$ cat src/conv3x3_clamped_image_filter_defines.svh
// Assertion macros shared by the filter's queue and back-end modules.
`ifndef CONV3X3_CLAMPED_IMAGE_FILTER_DEFINES_SVH
`define CONV3X3_CLAMPED_IMAGE_FILTER_DEFINES_SVH

`define CCF_ASSERT(name, prop, msg) \
   name: assert property (@(posedge clock) disable iff (reset) (prop)) else $error(msg);

`define CCF_ASSERT_IMPL(name, ante, cons, msg) \
   name: assert property (@(posedge clock) disable iff (reset) (ante) |-> (cons)) \
      else $error(msg);

`define CCF_ASSERT_NEXT(name, ante, cons, msg) \
   name: assert property (@(posedge clock) disable iff (reset) (ante) |=> (cons)) \
      else $error(msg);

`endif

$ cat src/c3cif_pkg.sv
package c3cif_pkg;

   localparam int PIX_W   = 8;
   localparam int ROW_W   = 16;
   localparam int COL_W   = 10;
   localparam int FW_W    = 11;
   localparam int COEF_W  = 16;
   localparam int FRAC_W  = 8;
   localparam int PROD_W  = COEF_W + PIX_W + 1;
   localparam int RSUM_W  = PROD_W + 2;
   localparam int SUM_W   = RSUM_W + 2;
   localparam int QUEUE_DEPTH = 4;

   localparam logic [PIX_W-1:0] PIX_MAX = 8'd255;

   typedef logic [2:0][2:0][PIX_W-1:0]  window_type;
   typedef logic [2:0][2:0][COEF_W-1:0] kernel_type;

   typedef struct packed {
      window_type        win;
      logic [PIX_W-1:0]  pix;
      logic [ROW_W-1:0]  row;
      logic [COL_W-1:0]  col;
      logic              has_int;
      logic              has_border;
      logic              corner;
   } item_type;

   typedef struct packed {
      logic     push;
      item_type item;
   } qwrite_type;

   typedef struct packed {
      logic     valid;
      item_type item;
   } qread_type;

endpackage

$ cat src/c3cif_queue.sv
`include "conv3x3_clamped_image_filter_defines.svh"

module c3cif_queue import c3cif_pkg::*; (
   input  logic       clock,
   input  logic       reset,
   input  qwrite_type q_wr,
   output logic       q_full,
   output qread_type  q_rd,
   input  logic       q_pop
);

   localparam int PW = $clog2(QUEUE_DEPTH);
   localparam int NW = $clog2(QUEUE_DEPTH + 1);

   item_type        mem_ff [QUEUE_DEPTH];
   logic [PW-1:0]   head_ff, tail_ff;
   logic [NW-1:0]   count_ff, count_in;
   logic            do_push, do_pop;

   assign q_full     = count_ff == NW'(QUEUE_DEPTH);
   assign q_rd.valid = count_ff != '0;
   assign q_rd.item  = mem_ff[head_ff];
   assign do_push    = q_wr.push && !q_full;
   assign do_pop     = q_pop && q_rd.valid;

   always_comb begin
      count_in = count_ff;
      if (do_push && !do_pop) begin
         count_in = count_ff + NW'(1);
      end else if (do_pop && !do_push) begin
         count_in = count_ff - NW'(1);
      end
   end

   always_ff @(posedge clock) begin
      if (reset) begin
         head_ff  <= '0;
         tail_ff  <= '0;
         count_ff <= '0;
      end else begin
         count_ff <= count_in;
         if (do_push) begin
            tail_ff <= (tail_ff == PW'(QUEUE_DEPTH - 1)) ? '0 : tail_ff + PW'(1);
         end
         if (do_pop) begin
            head_ff <= (head_ff == PW'(QUEUE_DEPTH - 1)) ? '0 : head_ff + PW'(1);
         end
      end
   end

   always_ff @(posedge clock) begin
      if (do_push) begin
         mem_ff[tail_ff] <= q_wr.item;
      end
   end

   `CCF_ASSERT(a_no_push_when_full, !(q_wr.push && q_full), "front pushed into a full queue")
   `CCF_ASSERT(a_no_pop_when_empty, !(q_pop && !q_rd.valid), "back popped an empty queue")

endmodule

$ cat config.mk
export PLATFORM = sky130hd
export DESIGN_NAME = c3cif_queue
export DESIGN_NICKNAME = d
export VERILOG_FILES = /design/src/c3cif_pkg.sv /design/src/c3cif_queue.sv
export VERILOG_INCLUDE_DIRS = /design/src /design/src/src
export SDC_FILE = /design/constraint.sdc
export NUM_CORES = 1
export LEC_CHECK = 0
export BUFFER_PORTS_ARGS = -buffer_cell sky130_fd_sc_hd__buf_2
export CAP_MARGIN = 15
export CORE_UTILIZATION = 50
export CTS_BUF_LIST = sky130_fd_sc_hd__clkbuf_8
export DETAILED_ROUTE_END_ITERATION = 8
export PLACE_DENSITY = 0.71
export SYNTH_ARGS = -nofsm -noshare
export SYNTH_HDL_FRONTEND = slang
export SYNTH_SLANG_ARGS = --single-unit
$ cat constraint.sdc
create_clock -name clock -period 4.2 [get_ports clock]
set_input_delay 0.21 -clock clock [delete_from_list [all_inputs] [get_ports clock]]
set_output_delay 0.21 -clock clock [all_outputs]
set_load 0.01 [all_outputs]
# Word level (Yosys, flattened, before mapping)
# Memory sizes are Yosys's and may differ from the RTL's. A register that Yosys moved wholly into a read port is not among the register bits.
# Index checks and enable logic that the tools add are counted.
# word_totals
register_bits	7
mem_bits_rw	436
inputBits	113
out_inout_bits	111
wordCells	28
memories	1
# classes
n_addsub	4
eq_ne	3
n_mux	8
reduce_logical	9
# memory_table
name	words	width	rd	rd_ports_with_merged_regs	wr	line	rtl
mem_ff	4	109	1	1	1	c3cif_queue.sv:15	item_type mem_ff [QUEUE_DEPTH];
# ops
cell	count
2-to-1 mux 2 bit	4
2-to-1 mux 3 bit	2
adder 2 x 1 -> 2 bit (second input constant)	2
equality test 2 bit (second input constant)	2
logical AND 1 bit	4
adder 3 x 1 -> 3 bit (second input constant)	1
equality test 3 bit (second input constant)	1
logical NOT 1 bit	3
nonzero test 3 bit	1
subtractor 3 x 1 -> 3 bit (second input constant)	1
2-to-1 mux 1 bit	2
nonzero test 2 bit	1

# Logic depth before layout (Yosys ltp)
# logic_depth
ltp_word	7
mapped_depth	10
mapped_depth_nobuf	9

# Least setup slack after synthesis
# Ideal clock, no wire load.
# synth_timing
kind	register to register
from	register count_ff[0]
to	memory mem_ff[0][0] (netlist name), enable pin
setup_time_ns	0.481
t_arrival_ns	3.239
required_time_ns	3.719
path_slack_ns	0.479
path_stages_with_launch	4
path_buffers	1
synth_period_minus_slack_ns	3.721
path_cell_list	dfxtp_1 -> or3b_1 -> buf_2 -> and3_1
# synth_between
elab_chain_len	5
# synth_rtl
item	line	rtl
start, declared	c3cif_queue.sv:17	logic [NW-1:0] count_ff, count_in;
start signal, assigned	c3cif_queue.sv:41	count_ff <= count_in;
equality test 3 bit	c3cif_queue.sv:20	assign q_full = count_ff == NW'(QUEUE_DEPTH);
logical NOT 1 bit	c3cif_queue.sv:23	assign do_push = q_wr.push && !q_full;
logical AND 1 bit	c3cif_queue.sv:23	
2-to-1 mux 1 bit	c3cif_queue.sv:52	if (do_push) begin
2-to-1 mux 1 bit (implied by the code)	c3cif_queue.sv:53	mem_ff[tail_ff] <= q_wr.item;
end, declared	c3cif_queue.sv:15	
# No other way between the ends.

==> flow_metrics.env <==
export IMPL_grt_pass1_vias=8656
export IMPL_grt_pass1_wl_um=47100
export IMPL_ctsRootBufferMaster="clkbuf_8"
export IMPL_post_route_period_util_pct=63.8
export IMPL_ys_ff_latch=445
export IMPL_clock_skew_ps=20.7
export IMPL_worstSetupPathType="flop to primary output"
export IMPL_io_pins=224
export IMPL_layout_cells_non_filler=1463
export IMPL_synth_area_top_cells="edfxtp_1 81%, mux4_2 15%, dfxtp_1 1.1%"
export IMPL_fin_crit_ps=2680
export IMPL_drive_above_1_share_pct=41.0
export IMPL_hpwl_um=16700
export IMPL_yosysTopAreaCellShare_pct=81.1
export IMPL_drtAntennaViolNets=0
export IMPL_cts_hold_buffers=111
export IMPL_crit_fanout=58
export IMPL_rows=65
export IMPL_tns_ps=0
export IMPL_core_area_um2=31600
export IMPL_ys_flop_type="edfxtp_1"
export IMPL_cts_sinks=445
export IMPL_outcome="completed"
export IMPL_setup_viol=0
export IMPL_grt_use_total_pct=18.9
export IMPL_syn_num_nets=739
export IMPL_firstDrtPassIters=4
export IMPL_yosysSeqAreaShare_pct=82.2
export IMPL_avgViaCountPerCell=5.32
export IMPL_num_vias=7786
export IMPL_slew_headroom_pct=34.8
export IMPL_timing_rr_start="count_ff[0]$_SDFFE_PP0P_"
export IMPL_yosys_cell_count_top_type="edfxtp_1"
export IMPL_grt_ovfl_total=0
export IMPL_worst_pin_slew_ps=977
export IMPL_rsz0062_at_grt="no"
export IMPL_post_cts_resize_count=0
export IMPL_globalplace_congestion=0.751
export IMPL_wirelength_um=30200
export IMPL_drtIter0Drc=604
export IMPL_cts_inserted_buffers=69
export IMPL_wl_per_cell_um=20.7
export IMPL_cp_required_ps=3990
export IMPL_crit_slowest_cell="dfxtp_4"
export IMPL_start_kind="flop"
export IMPL_min_path_type="input port to flop"
export IMPL_remaining_drc_errors=0
export IMPL_synth_avg_cell_area_um2=26.1
export IMPL_tritoncts="built"
export IMPL_synthArstFlopShare_pct=0
export IMPL_finalHoldViolCount=0
export IMPL_initial_core_util_pct=51.0
export IMPL_holdWs_ps=56.1
export IMPL_arrival_ps=2470
export IMPL_h_tree_depth=3
export IMPL_grt_max_degree=72
export IMPL_cts_max_path_buffers=3
export IMPL_hold_start="q_pop"
export IMPL_peakVddDrop_uv=368
export IMPL_post_cts_buffers=0
export IMPL_die_w_um=182
export IMPL_slowest_delay_ps=950
export IMPL_synth_largest_area_cell="edfxtp_1"
export IMPL_grt_antenna_before_repair=2
export IMPL_drv_slew=0
export IMPL_nets=1126
export IMPL_yosys_warnings=0
export IMPL_syn2layout_area_growth_pct=25.1
export IMPL_powerDensity_nw_per_um2=556
export IMPL_clock_latency_ps=580
export IMPL_dpl_cell_count=1226
export IMPL_power_leakage_nw=6.92
export IMPL_worstSetupEndpointType="primary output"
export IMPL_num_fill_cells=2114
export IMPL_dieArea_um2=33000
export IMPL_fp_dieH_um=182
export IMPL_clk_pin_slew_ps=60
export IMPL_syn_cell_area_um2=16100
export IMPL_max_freq_ghz=0.373
export IMPL_syn_inst=619
export IMPL_ys_types=24
export IMPL_synth_edf_count=436
export IMPL_max_cap_violations=0
export IMPL_path_cells="buf_12 > mux4_2 > buf_2"
export IMPL_synth_common_cells="436 x edfxtp_1, 109 x mux4_2, 12 x buf_2, 10 x clkbuf_1, 9 x dfxtp_1"
export IMPL_placement_io_buffers=223
cells by family after synthesis:
logic type / count (synthesis) / share of synthesized area (%)
buffers and inverters: 31 / 1.01
AO/OA/AOI/OAI: 7 / 0.248
multiplexers: 111 / 15.3
AND/OR/NAND/NOR: 16 / 0.535
flip-flops: 445 / 82.2
adder cells (fa/ha/maj): 7 / 0.589
XOR/XNOR: 2 / 0.108
path summary, 6_finish.rpt:
| kind | to | cells after the start | slack (ps) |
|---|---|---|---|
| worst max-delay path | q_rd[45] | 3 | 1520 |
| worst min-delay path | flop | 4 | 60 |
| worst max register to register | count_ff[2]$_SDFFE_PP0P_ | 9 | 1830 |
| worst min register to register | flop | 2 | 500 |
sequential cells by signal, indices dropped and copies added, names as in the netlist, named ones only:
register  count
mem_ff      436
count_ff      3
tail_ff       2
head_ff       2
critical path, delay by kind of cell (launching register included):
family	cells	cell delay, ps
buf+inv	2	560
flops	1	950
mux	1	370
layout by cell type, fill, tap and decap left out:
master         synthesis  routed
clkinv_1               0      20
inv_1                  4      21
xor2_1                 2       2
o31ai_1                2       2
diode_2                0       2
mux2i_1                2       2
o21ai_0                2       2
buf_2                 12     223
and3_4                 0       4
nand3_1                2       2
or3b_1                 1       1
nor3_1                 1       1
edfxtp_1             436     436
mux4_2               109     109
buf_4                  1       1
clkinvlp_4             0       1
fa_1                   1       1
dfxtp_4                0       2
nor2_1                 4       4
inv_8                  0       2
ha_1                   6       6
nand2_1                1       1
dfxtp_1                9       7
buf_12                 0       7
dlygate4sd3_1          0     111
bufinv_16              0       2
clkinv_2               1       7
inv_6                  0       3
or3_1                  3       3
clkbuf_8               0      72
clkinv_4               0       1
a21oi_1                3       3
layer usage:
layer / routed length [um] / GRT usage (%) / share of wire [%]
met1: 12400 / 24.0 / 41
met2: 15300 / 31.2 / 51
met3: 1920 / 5.19 / 6.3
met4: 637 / 7.36 / 2.1
met5: 0 / 0 / 0
cell type report:
type	instances	area (um^2)	area share, %
clock buffer	72	991	4.91
antenna	2	5.00	0.0248
inverter	5	20.0	0.0991
tap	402	503	2.49
multi-input combinational	143	2730	13.5
timing repair buffer	342	2370	11.8
sequential	445	13300	65.7
clock inverter	52	294	1.46
metrics by stage:
stage / instance area [um^2] / setup WS (ps) / util, % / power, W
detailed placement: 17800 / 1800 / 56.3 / 0.00794
global route: 20200 / 1370 / 63.9 / 0.0118
global placement: 17800 / 1860 / 56.3 / 0.00789
finish: 20200 / 1520 / 63.9 / 0.0112
floorplan: 16100 / 479 / - / 0.00708
CTS: 20200 / 1410 / 63.8 / 0.0114
power by group:
part / internal (W) / total, W / switching (W) / leakage [nW]
Clock: 0.00173 / 0.00335 / 0.00162 / 0.721
Combinational: 0.00115 / 0.00233 / 0.00118 / 2.13
Sequential: 0.00537 / 0.00554 / 0.000168 / 4.07
Total: 0.00826 / 0.0112 / 0.00297 / 6.92
(Power assumes the default switching activity.)
