==> config.mk <==
export PLATFORM = sky130hd
export DESIGN_NAME = c3cif_back
export DESIGN_NICKNAME = d
export VERILOG_FILES = /design/src/c3cif_pkg.sv /design/src/c3cif_back.sv
export VERILOG_INCLUDE_DIRS = /design/src /design/src/src
export SDC_FILE = /design/constraint.sdc
export NUM_CORES = 2
export LEC_CHECK = 0
export BUFFER_PORTS_ARGS = -buffer_cell sky130_fd_sc_hd__buf_2
export CORE_ASPECT_RATIO = 1.25
export CORE_MARGIN = 2
export CORE_UTILIZATION = 40
export CTS_BUF_LIST = sky130_fd_sc_hd__clkbuf_4 sky130_fd_sc_hd__clkbuf_8 sky130_fd_sc_hd__clkbuf_16
export DETAILED_ROUTE_END_ITERATION = 7
export GPL_TIMING_DRIVEN = 1
export PLACE_DENSITY = 0.69
export SLEW_MARGIN = 20
export SYNTH_ARGS = -nofsm -noshare
export SYNTH_HDL_FRONTEND = slang
export SYNTH_SLANG_ARGS = --single-unit
==> constraint.sdc <==
create_clock -name clock -period 19.8 [get_ports clock]
set_input_delay 2.97 -clock clock [delete_from_list [all_inputs] [get_ports clock]]
set_output_delay 2.97 -clock clock [all_outputs]
set_load 0.02 [all_outputs]
==> src/conv3x3_clamped_image_filter_defines.svh <==
// Assertion macros shared by the filter's queue and back-end modules.
`ifndef CONV3X3_CLAMPED_IMAGE_FILTER_DEFINES_SVH
`define CONV3X3_CLAMPED_IMAGE_FILTER_DEFINES_SVH

`define CCF_ASSERT(name, prop, msg) \
   name: assert property (@(posedge clock) disable iff (reset) (prop)) else $error(msg);

`define CCF_ASSERT_IMPL(name, ante, cons, msg) \
   name: assert property (@(posedge clock) disable iff (reset) (ante) |-> (cons)) \
      else $error(msg);

`define CCF_ASSERT_NEXT(name, ante, cons, msg) \
   name: assert property (@(posedge clock) disable iff (reset) (ante) |=> (cons)) \
      else $error(msg);

`endif

==> src/c3cif_pkg.sv <==
package c3cif_pkg;

   localparam int PIX_W   = 8;
   localparam int ROW_W   = 16;
   localparam int COL_W   = 10;
   localparam int FW_W    = 11;
   localparam int COEF_W  = 16;
   localparam int FRAC_W  = 8;
   localparam int PROD_W  = COEF_W + PIX_W + 1;
   localparam int RSUM_W  = PROD_W + 2;
   localparam int SUM_W   = RSUM_W + 2;
   localparam int QUEUE_DEPTH = 4;

   localparam logic [PIX_W-1:0] PIX_MAX = 8'd255;

   typedef logic [2:0][2:0][PIX_W-1:0]  window_type;
   typedef logic [2:0][2:0][COEF_W-1:0] kernel_type;

   typedef struct packed {
      window_type        win;
      logic [PIX_W-1:0]  pix;
      logic [ROW_W-1:0]  row;
      logic [COL_W-1:0]  col;
      logic              has_int;
      logic              has_border;
      logic              corner;
   } item_type;

   typedef struct packed {
      logic     push;
      item_type item;
   } qwrite_type;

   typedef struct packed {
      logic     valid;
      item_type item;
   } qread_type;

endpackage

==> src/c3cif_back.sv <==
`include "conv3x3_clamped_image_filter_defines.svh"

module c3cif_back import c3cif_pkg::*; (
   input  logic              clock,
   input  logic              reset,
   input  qread_type         q_rd,
   output logic              q_pop,
   input  kernel_type        kernel,
   output logic              empty,
   input  logic              pop,
   output logic [PIX_W-1:0]  pixel_out,
   output logic [ROW_W-1:0]  out_row,
   output logic [COL_W-1:0]  out_column,
   output logic              last_of_run,
   output logic              frame_done
);

   typedef struct packed {
      logic [PIX_W-1:0] pix;
      logic [ROW_W-1:0] row;
      logic [COL_W-1:0] col;
      logic             has_int;
      logic             has_border;
      logic             corner;
   } meta_type;

   logic signed [PROD_W-1:0] prod_in  [3][3];
   logic signed [PROD_W-1:0] prod_ff  [3][3];
   logic signed [RSUM_W-1:0] rsum_in  [3];
   logic signed [RSUM_W-1:0] rsum_ff  [3];
   logic signed [SUM_W-1:0]  total;
   logic [PIX_W-1:0]         conv_in, conv_ff;

   meta_type meta_in, meta_a_ff, meta_b_ff, meta_c_ff;
   logic     va_ff, vb_ff, vc_ff;
   logic     ready_a, ready_b, ready_c;
   logic     sub_ff, sub_in;
   logic     two, show_int, last_now, take_last;

   assign meta_in = '{pix: q_rd.item.pix, row: q_rd.item.row, col: q_rd.item.col,
                      has_int: q_rd.item.has_int, has_border: q_rd.item.has_border,
                      corner: q_rd.item.corner};

   always_comb begin
      for (int i = 0; i < 3; i++) begin
         for (int j = 0; j < 3; j++) begin
            prod_in[i][j] = $signed(kernel[i][j]) * $signed({1'b0, q_rd.item.win[i][j]});
         end
      end
      for (int i = 0; i < 3; i++) begin
         rsum_in[i] = RSUM_W'(prod_ff[i][0]) + RSUM_W'(prod_ff[i][1])
                    + RSUM_W'(prod_ff[i][2]);
      end
      total = SUM_W'(rsum_ff[0]) + SUM_W'(rsum_ff[1]) + SUM_W'(rsum_ff[2]);
      if (total[SUM_W-1]) begin
         conv_in = '0;
      end else if (|total[SUM_W-2:FRAC_W+PIX_W]) begin
         conv_in = PIX_MAX;
      end else begin
         conv_in = total[FRAC_W+PIX_W-1:FRAC_W];
      end
   end

   assign two       = meta_c_ff.has_int && meta_c_ff.has_border;
   assign show_int  = meta_c_ff.has_int && !sub_ff;
   assign last_now  = !two || sub_ff;
   assign take_last = vc_ff && pop && last_now;
   assign ready_c   = !vc_ff || take_last;
   assign ready_b   = !vb_ff || ready_c;
   assign ready_a   = !va_ff || ready_b;
   assign q_pop     = q_rd.valid && ready_a;

   always_comb begin
      sub_in = sub_ff;
      if (take_last) begin
         sub_in = 1'b0;
      end else if (vc_ff && pop) begin
         sub_in = 1'b1;
      end
   end

   always_ff @(posedge clock) begin
      if (reset) begin
         va_ff  <= 1'b0;
         vb_ff  <= 1'b0;
         vc_ff  <= 1'b0;
         sub_ff <= 1'b0;
      end else begin
         sub_ff <= sub_in;
         if (ready_a) begin
            va_ff <= q_rd.valid;
         end
         if (ready_b) begin
            vb_ff <= va_ff;
         end
         if (ready_c) begin
            vc_ff <= vb_ff;
         end
      end
   end

   always_ff @(posedge clock) begin
      if (ready_a && q_rd.valid) begin
         prod_ff   <= prod_in;
         meta_a_ff <= meta_in;
      end
      if (ready_b && va_ff) begin
         rsum_ff   <= rsum_in;
         meta_b_ff <= meta_a_ff;
      end
      if (ready_c && vb_ff) begin
         conv_ff   <= conv_in;
         meta_c_ff <= meta_b_ff;
      end
   end

   assign empty       = !vc_ff;
   assign pixel_out   = show_int ? conv_ff : meta_c_ff.pix;
   assign out_row     = show_int ? (meta_c_ff.row - ROW_W'(1)) : meta_c_ff.row;
   assign out_column  = show_int ? (meta_c_ff.col - COL_W'(1)) : meta_c_ff.col;
   assign last_of_run = last_now;
   assign frame_done  = last_now && !show_int && meta_c_ff.corner;

   `CCF_ASSERT_IMPL(a_second_only_for_pairs, sub_ff, vc_ff && two,
      "second transfer pending on an item with one result")
   `CCF_ASSERT_NEXT(a_pair_stays, vc_ff && pop && two && !sub_ff, vc_ff && sub_ff,
      "border transfer lost after interior transfer")

endmodule

# After elaboration in Yosys (flattened, before gate mapping)
# Cells that the tools add are included.
# W data, S select, Z words.
classes:
  n_mux: 4
  reduce_logical: 21
  n_mul: 9
  add_sub_neg: 10
ops:
  columns: ["cell", "n"]
  rows:
  - ["$mul A16 B9 Y25", 9]
  - ["$add A26 B25 Y27", 3]
  - ["$add A25 B25 Y26", 3]
  - ["$add A28 B27 Y29", 1]
  - ["$add A27 B27 Y28", 1]
  - ["$mux W16", 1]
  - ["$mux W8", 2]
  - ["$sub A16 B1 Y16 const B", 1]
  - ["$reduce_or A12 Y1", 1]
  - ["$mux W10", 1]
  - ["$sub A10 B1 Y10 const B", 1]
  - ["$logic_and A1 B1 Y1", 9]
  - ["$logic_not A1 Y1", 6]
  - ["$logic_or A1 B1 Y1", 4]
  - ["$reduce_or A2 Y1", 1]
word_totals:
  ff_bits: 429
  out_inout_bits: 38
  input_bits: 257
  elab_cells: 79

# Longest topological paths before layout
logic_depth:
  word_depth: 8
  depth_mapped: 20
  mapped_depth_nobuf: 19

# Worst setup path before layout
# Ideal clock, no wire load.
synth_path:
  path_type: "input-to-output"
  startpoint: "in pop"
  endpoint: "out q_pop"
  path_stages: 2
  path_slack_ps: 428
  path_buffers: 0
  arrival_time_ps: 16402
  required_ps: 16830
  path_cell_list: "a21oi_1 a31oi_1"
synth_via:
  elab_chain_len: 6
synth_lines:
  columns: ["element", "line_no", "text"]
  rows:
  - ["start: declaration", "c3cif_back.sv:10", "input logic pop,"]
  - ["$logic_and A1 B1 Y1 (2 in a row)", "c3cif_back.sv:67", "assign take_last = vc_ff && pop && last_now;"]
  - ["$logic_or A1 B1 Y1", "c3cif_back.sv:68", "assign ready_c = !vc_ff || take_last;"]
  - ["$logic_or A1 B1 Y1", "c3cif_back.sv:69", "assign ready_b = !vb_ff || ready_c;"]
  - ["$logic_or A1 B1 Y1", "c3cif_back.sv:70", "assign ready_a = !va_ff || ready_b;"]
  - ["$logic_and A1 B1 Y1", "c3cif_back.sv:71", "assign q_pop = q_rd.valid && ready_a;"]
  - ["end: declaration", "c3cif_back.sv:7", "output logic q_pop,"]
# No other way between the ends.

==> summary.md <==
| Metric | Value |
|---|---|
| Status | finished, final reports clean |
| Yosys top cell area share | 0.334 |
| Initial core utilization | 0.403 |
| Fin nets | 8241 |
| Met2 routed WL | roughly 76000 um |
| DR DRC count | 0 |
| CP max-delay cell | fa_1 |
| Crit path buffers/inverters | 4 |
| Layout cells sized above 1 | 0.0673 |
| Async SR Flop Fraction | 0 |
| CTS resizes | 0 |
| Drt first pass iters | 5 |
| WL met3 | roughly 6500 um |
| RePlAce Congestion | 0.878 |
| CP peak stage delay | 0.56 ns |
| Synth cell count leaders | 1411 x inv_1, 1022 x fa_1, 648 x and2_1 |
| Setup bufs post-CTS | 0 |
| Worst Tran Pin Value | 1.04 ns |
| Wirelength per Cell | 17.1 um |
| Final setup fails | 0 |
| DP HPWL | 122000 um |
| Clk sinks | 429 |
| Total number of vias | roughly 42000 |
| Port bufs | 294 |
| First-pass GRT wire length | about 240000 um |
| Core Footprint | 152000 sq um |
| Die area | 156000 sq um |
| Post-synthesis compound-gate area fraction | 0.0652 |
| Leakage | 32.5 nW |
| Largest family of logic cells by synthesized area | adder cells |
| Final wirelength | approximately 150000 um |
| Fin. max-slew vios | 0 |
| Critical Path End Type | flip-flop |
| XOR/XNOR Fraction of Synth Area | 0.0402 |
| CP Launch Type | input port |
| Root Buffer Master | clkbuf_16 |
| Min setup slack post-route | 11.74 ns |
| H-tree lvl count | 2 |
| Final Cell Area | 66800 sq um |
| Initial DRC Count | 2321 |
| Ordered list of cells on the worst path | buf_2 -> nand2_1 -> fa_1 -> inv_1 -> fa_1 -> fa_1 -> inv_1 -> fa_1 -> inv_1 -> ha_1 -> o21a_1 -> o21a_1 -> a21oi_1 -> o21ai_1 -> o41ai_1 -> o21ai_1 -> o41a_1 -> mux2i_1 -> or4b_1 |
| Wl on met1 | 58500 um |
| Worst-path fanout max | 16 |
| Setup CP Type | input port to flip-flop |
| Fmax | roughly 0.12 GHz |
| Pwr Density | 181 nW/um^2 |
| Area Growth Syn to Fin | 9.05% |
| Largest delay share family, worst path | adder cells |
| Max cap viols | 0 |
| Critical Path AT | 8.41 ns |
| Fin crit share | 0.407 |
| Initial antenna violation count | 22 |
| Post-Synth Simple-Gate Area | 0.145 |
| TritonCTS clock tree | yes |
| Netlist Area Pre-Place | slightly above 60000 sq um |
| Hold Buf Count CTS | 0 |
| Number of synthesized register bits | 429 |
| Clock skew | 0.0289 ns |
| Gr usage total | 0.190 |
| Rows | between 150 and 200 |
| Syn nets | 7974 |
| Cells after Synth | 6141 |
| Placement-stage cell area | 65000 sq um |
| Via density | 4.98 |
| CP most frequent cell | fa_1 |
| Syn_area_per_cell | 9.97 sq um |
| Main flop type after synthesis | edfxtp_1 |
| Final Util | 0.439 |
| Die width | ~350 um |
| Post-Place Worst Slack | ~11 ns |
| Post-synthesis mux area share | 0.00114 |
| Final hold violation count | 0 |
| Worst min-delay path class | flip-flop to flip-flop |
| Worst-path clk slew | 0.06 ns |
| Rel. slew slack | 0.304 |
| Syn. warnings | 0 |
| DR top layer | met5 |
| Maximum vdd drop | 122 uV |
| Seq/Total Area, Yosys | 0.210 |
| Deepest clock path buffer count | 3 |
| Post-Synth Adder-Cell Area | 0.447 |
| # IOs | between 200 and 300 |
| Area contributors post-synth | fa_1 33%, edfxtp_1 21%, ha_1 11% |
| Most frequent cell after synthesis | inv_1 |
| Total Neg Setup Slack | 0 ns |
| CTS buffer count | 49 |
| Skew-Pair Late Insertion Delay | 0.62 ns |
| Die span in y | 441 um |
| Cell taking the most area after synthesis | fa_1 |
| Post-route ant nets | 0 |
| RSZ-0062 raised after global routing | no |
| Largest net degree at the start of global routing | 174 |
| Overflow after GRT | 0 |
| Post-synth EDFFs | 425 |
| Vias in the first global route | 45200 |
| Crit path required time | approximately 20 ns |
| Min Tclk post-route | 8.06 ns |
| Unique masters post-synth | 85 |
-- routing by layer --
metal,global-route usage,up-vias
li1,-,19700
met2,0.352,896
met3,0.0257,207
met5,0,-
met1,0.232,21400
met4,0.0448,24
-- registers in the layout, indices dropped and copies added (netlist names), 8 cells and up --
| name | flops |
|---|---|
| meta_b_ff | 37 |
| rsum_ff | 81 |
| prod_ff | 225 |
| conv_ff | 8 |
| meta_a_ff | 37 |
| meta_c_ff | 37 |
-- final cells by class --
type / count / area [sq um]
diodes: 8 / 20.0
clock buffers: 52 / 1270
clock inverters: 39 / 447
fillers: 14500 / 85400
inverters: 1411 / 5300
multi-input cells: 4215 / 42800
flip-flops and latches: 429 / 12800
well taps: 2025 / 2530
repair buffers: 302 / 1570
-- cells in the final DEF, fill, tap and decap left out, types with 8 or more instances in the layout --
cell,instances
clkbuf_16,50
o21ai_0,96
a31oi_1,22
and3_1,32
xor2_1,70
nor3_1,70
nor4_1,17
nand4_1,9
nand2_1,642
buf_2,294
diode_2,8
nor2_1,158
o41ai_1,8
o21bai_1,24
nor2b_1,30
clkinv_1,8
o31ai_1,12
edfxtp_1,425
nand3_1,51
xnor2_1,211
o211ai_1,10
nand2b_1,30
inv_1,1411
a211oi_1,28
a21oi_1,191
or2_2,11
o21a_1,43
fa_1,1022
ha_1,554
a21o_1,56
and2_1,648
a31o_2,8
or3_1,26
-- path summary, 6_finish.rpt --
| kind | cells past startpoint | slack, ns | from | to |
|---|---|---|---|---|
| max | 19 | 11.74 | q_rd[45] | prod_ff[199] |
| min | 0 | 0.41 | meta_b_ff[4] | meta_c_ff[4] |
| max reg2reg | 13 | 15.59 | rsum_ff[34] | conv_ff[4] |
| min reg2reg | 0 | 0.41 | meta_b_ff[4] | meta_c_ff[4] |
-- through the flow --
step                      power [mW]  cells  hold slack (ns)
after CTS                       12.1   8472            0.410
final                           12.1   8481            0.406
after detailed placement        11.0   8381            0.405
after global routing            13.3   8479            0.424
after global placement          10.8   8381            0.400
after floorplan                 8.70   6141            0.400
-- logic make-up after synthesis --
| kind of cell | after synthesis |
|---|---|
| AO/OA/AOI/OAI | 601 |
| multiplexers | 7 |
| XOR/XNOR | 281 |
| adder cells (fa/ha/maj) | 1576 |
| buffers and inverters | 1497 |
| AND/OR/NAND/NOR | 1750 |
| flip-flops | 429 |
-- where the power goes --
part / total [mW] / switching [mW] / internal, mW
clock network: 0.961 / 0.398 / 0.563
logic: 8.99 / 5.21 / 3.78
registers: 2.11 / 0.274 / 1.84
total: 12.1 / 5.88 / 6.19
-- worst register-to-register path, cell delays in order (launching register included) --
cell	delay [ns]
edfxtp_1	0.39
inv_1	0.08
fa_1	0.51
inv_1	0.04
ha_1	0.29
a2111oi_2	0.30
o21ai_1	0.15
o211ai_2	0.32
o21ai_0	0.24
o41ai_1	0.38
mux2i_1	0.23
o221ai_1	0.17
nor4_4	0.49
a21oi_1	0.31
Note: power is estimated with default switching activity, not from simulation.
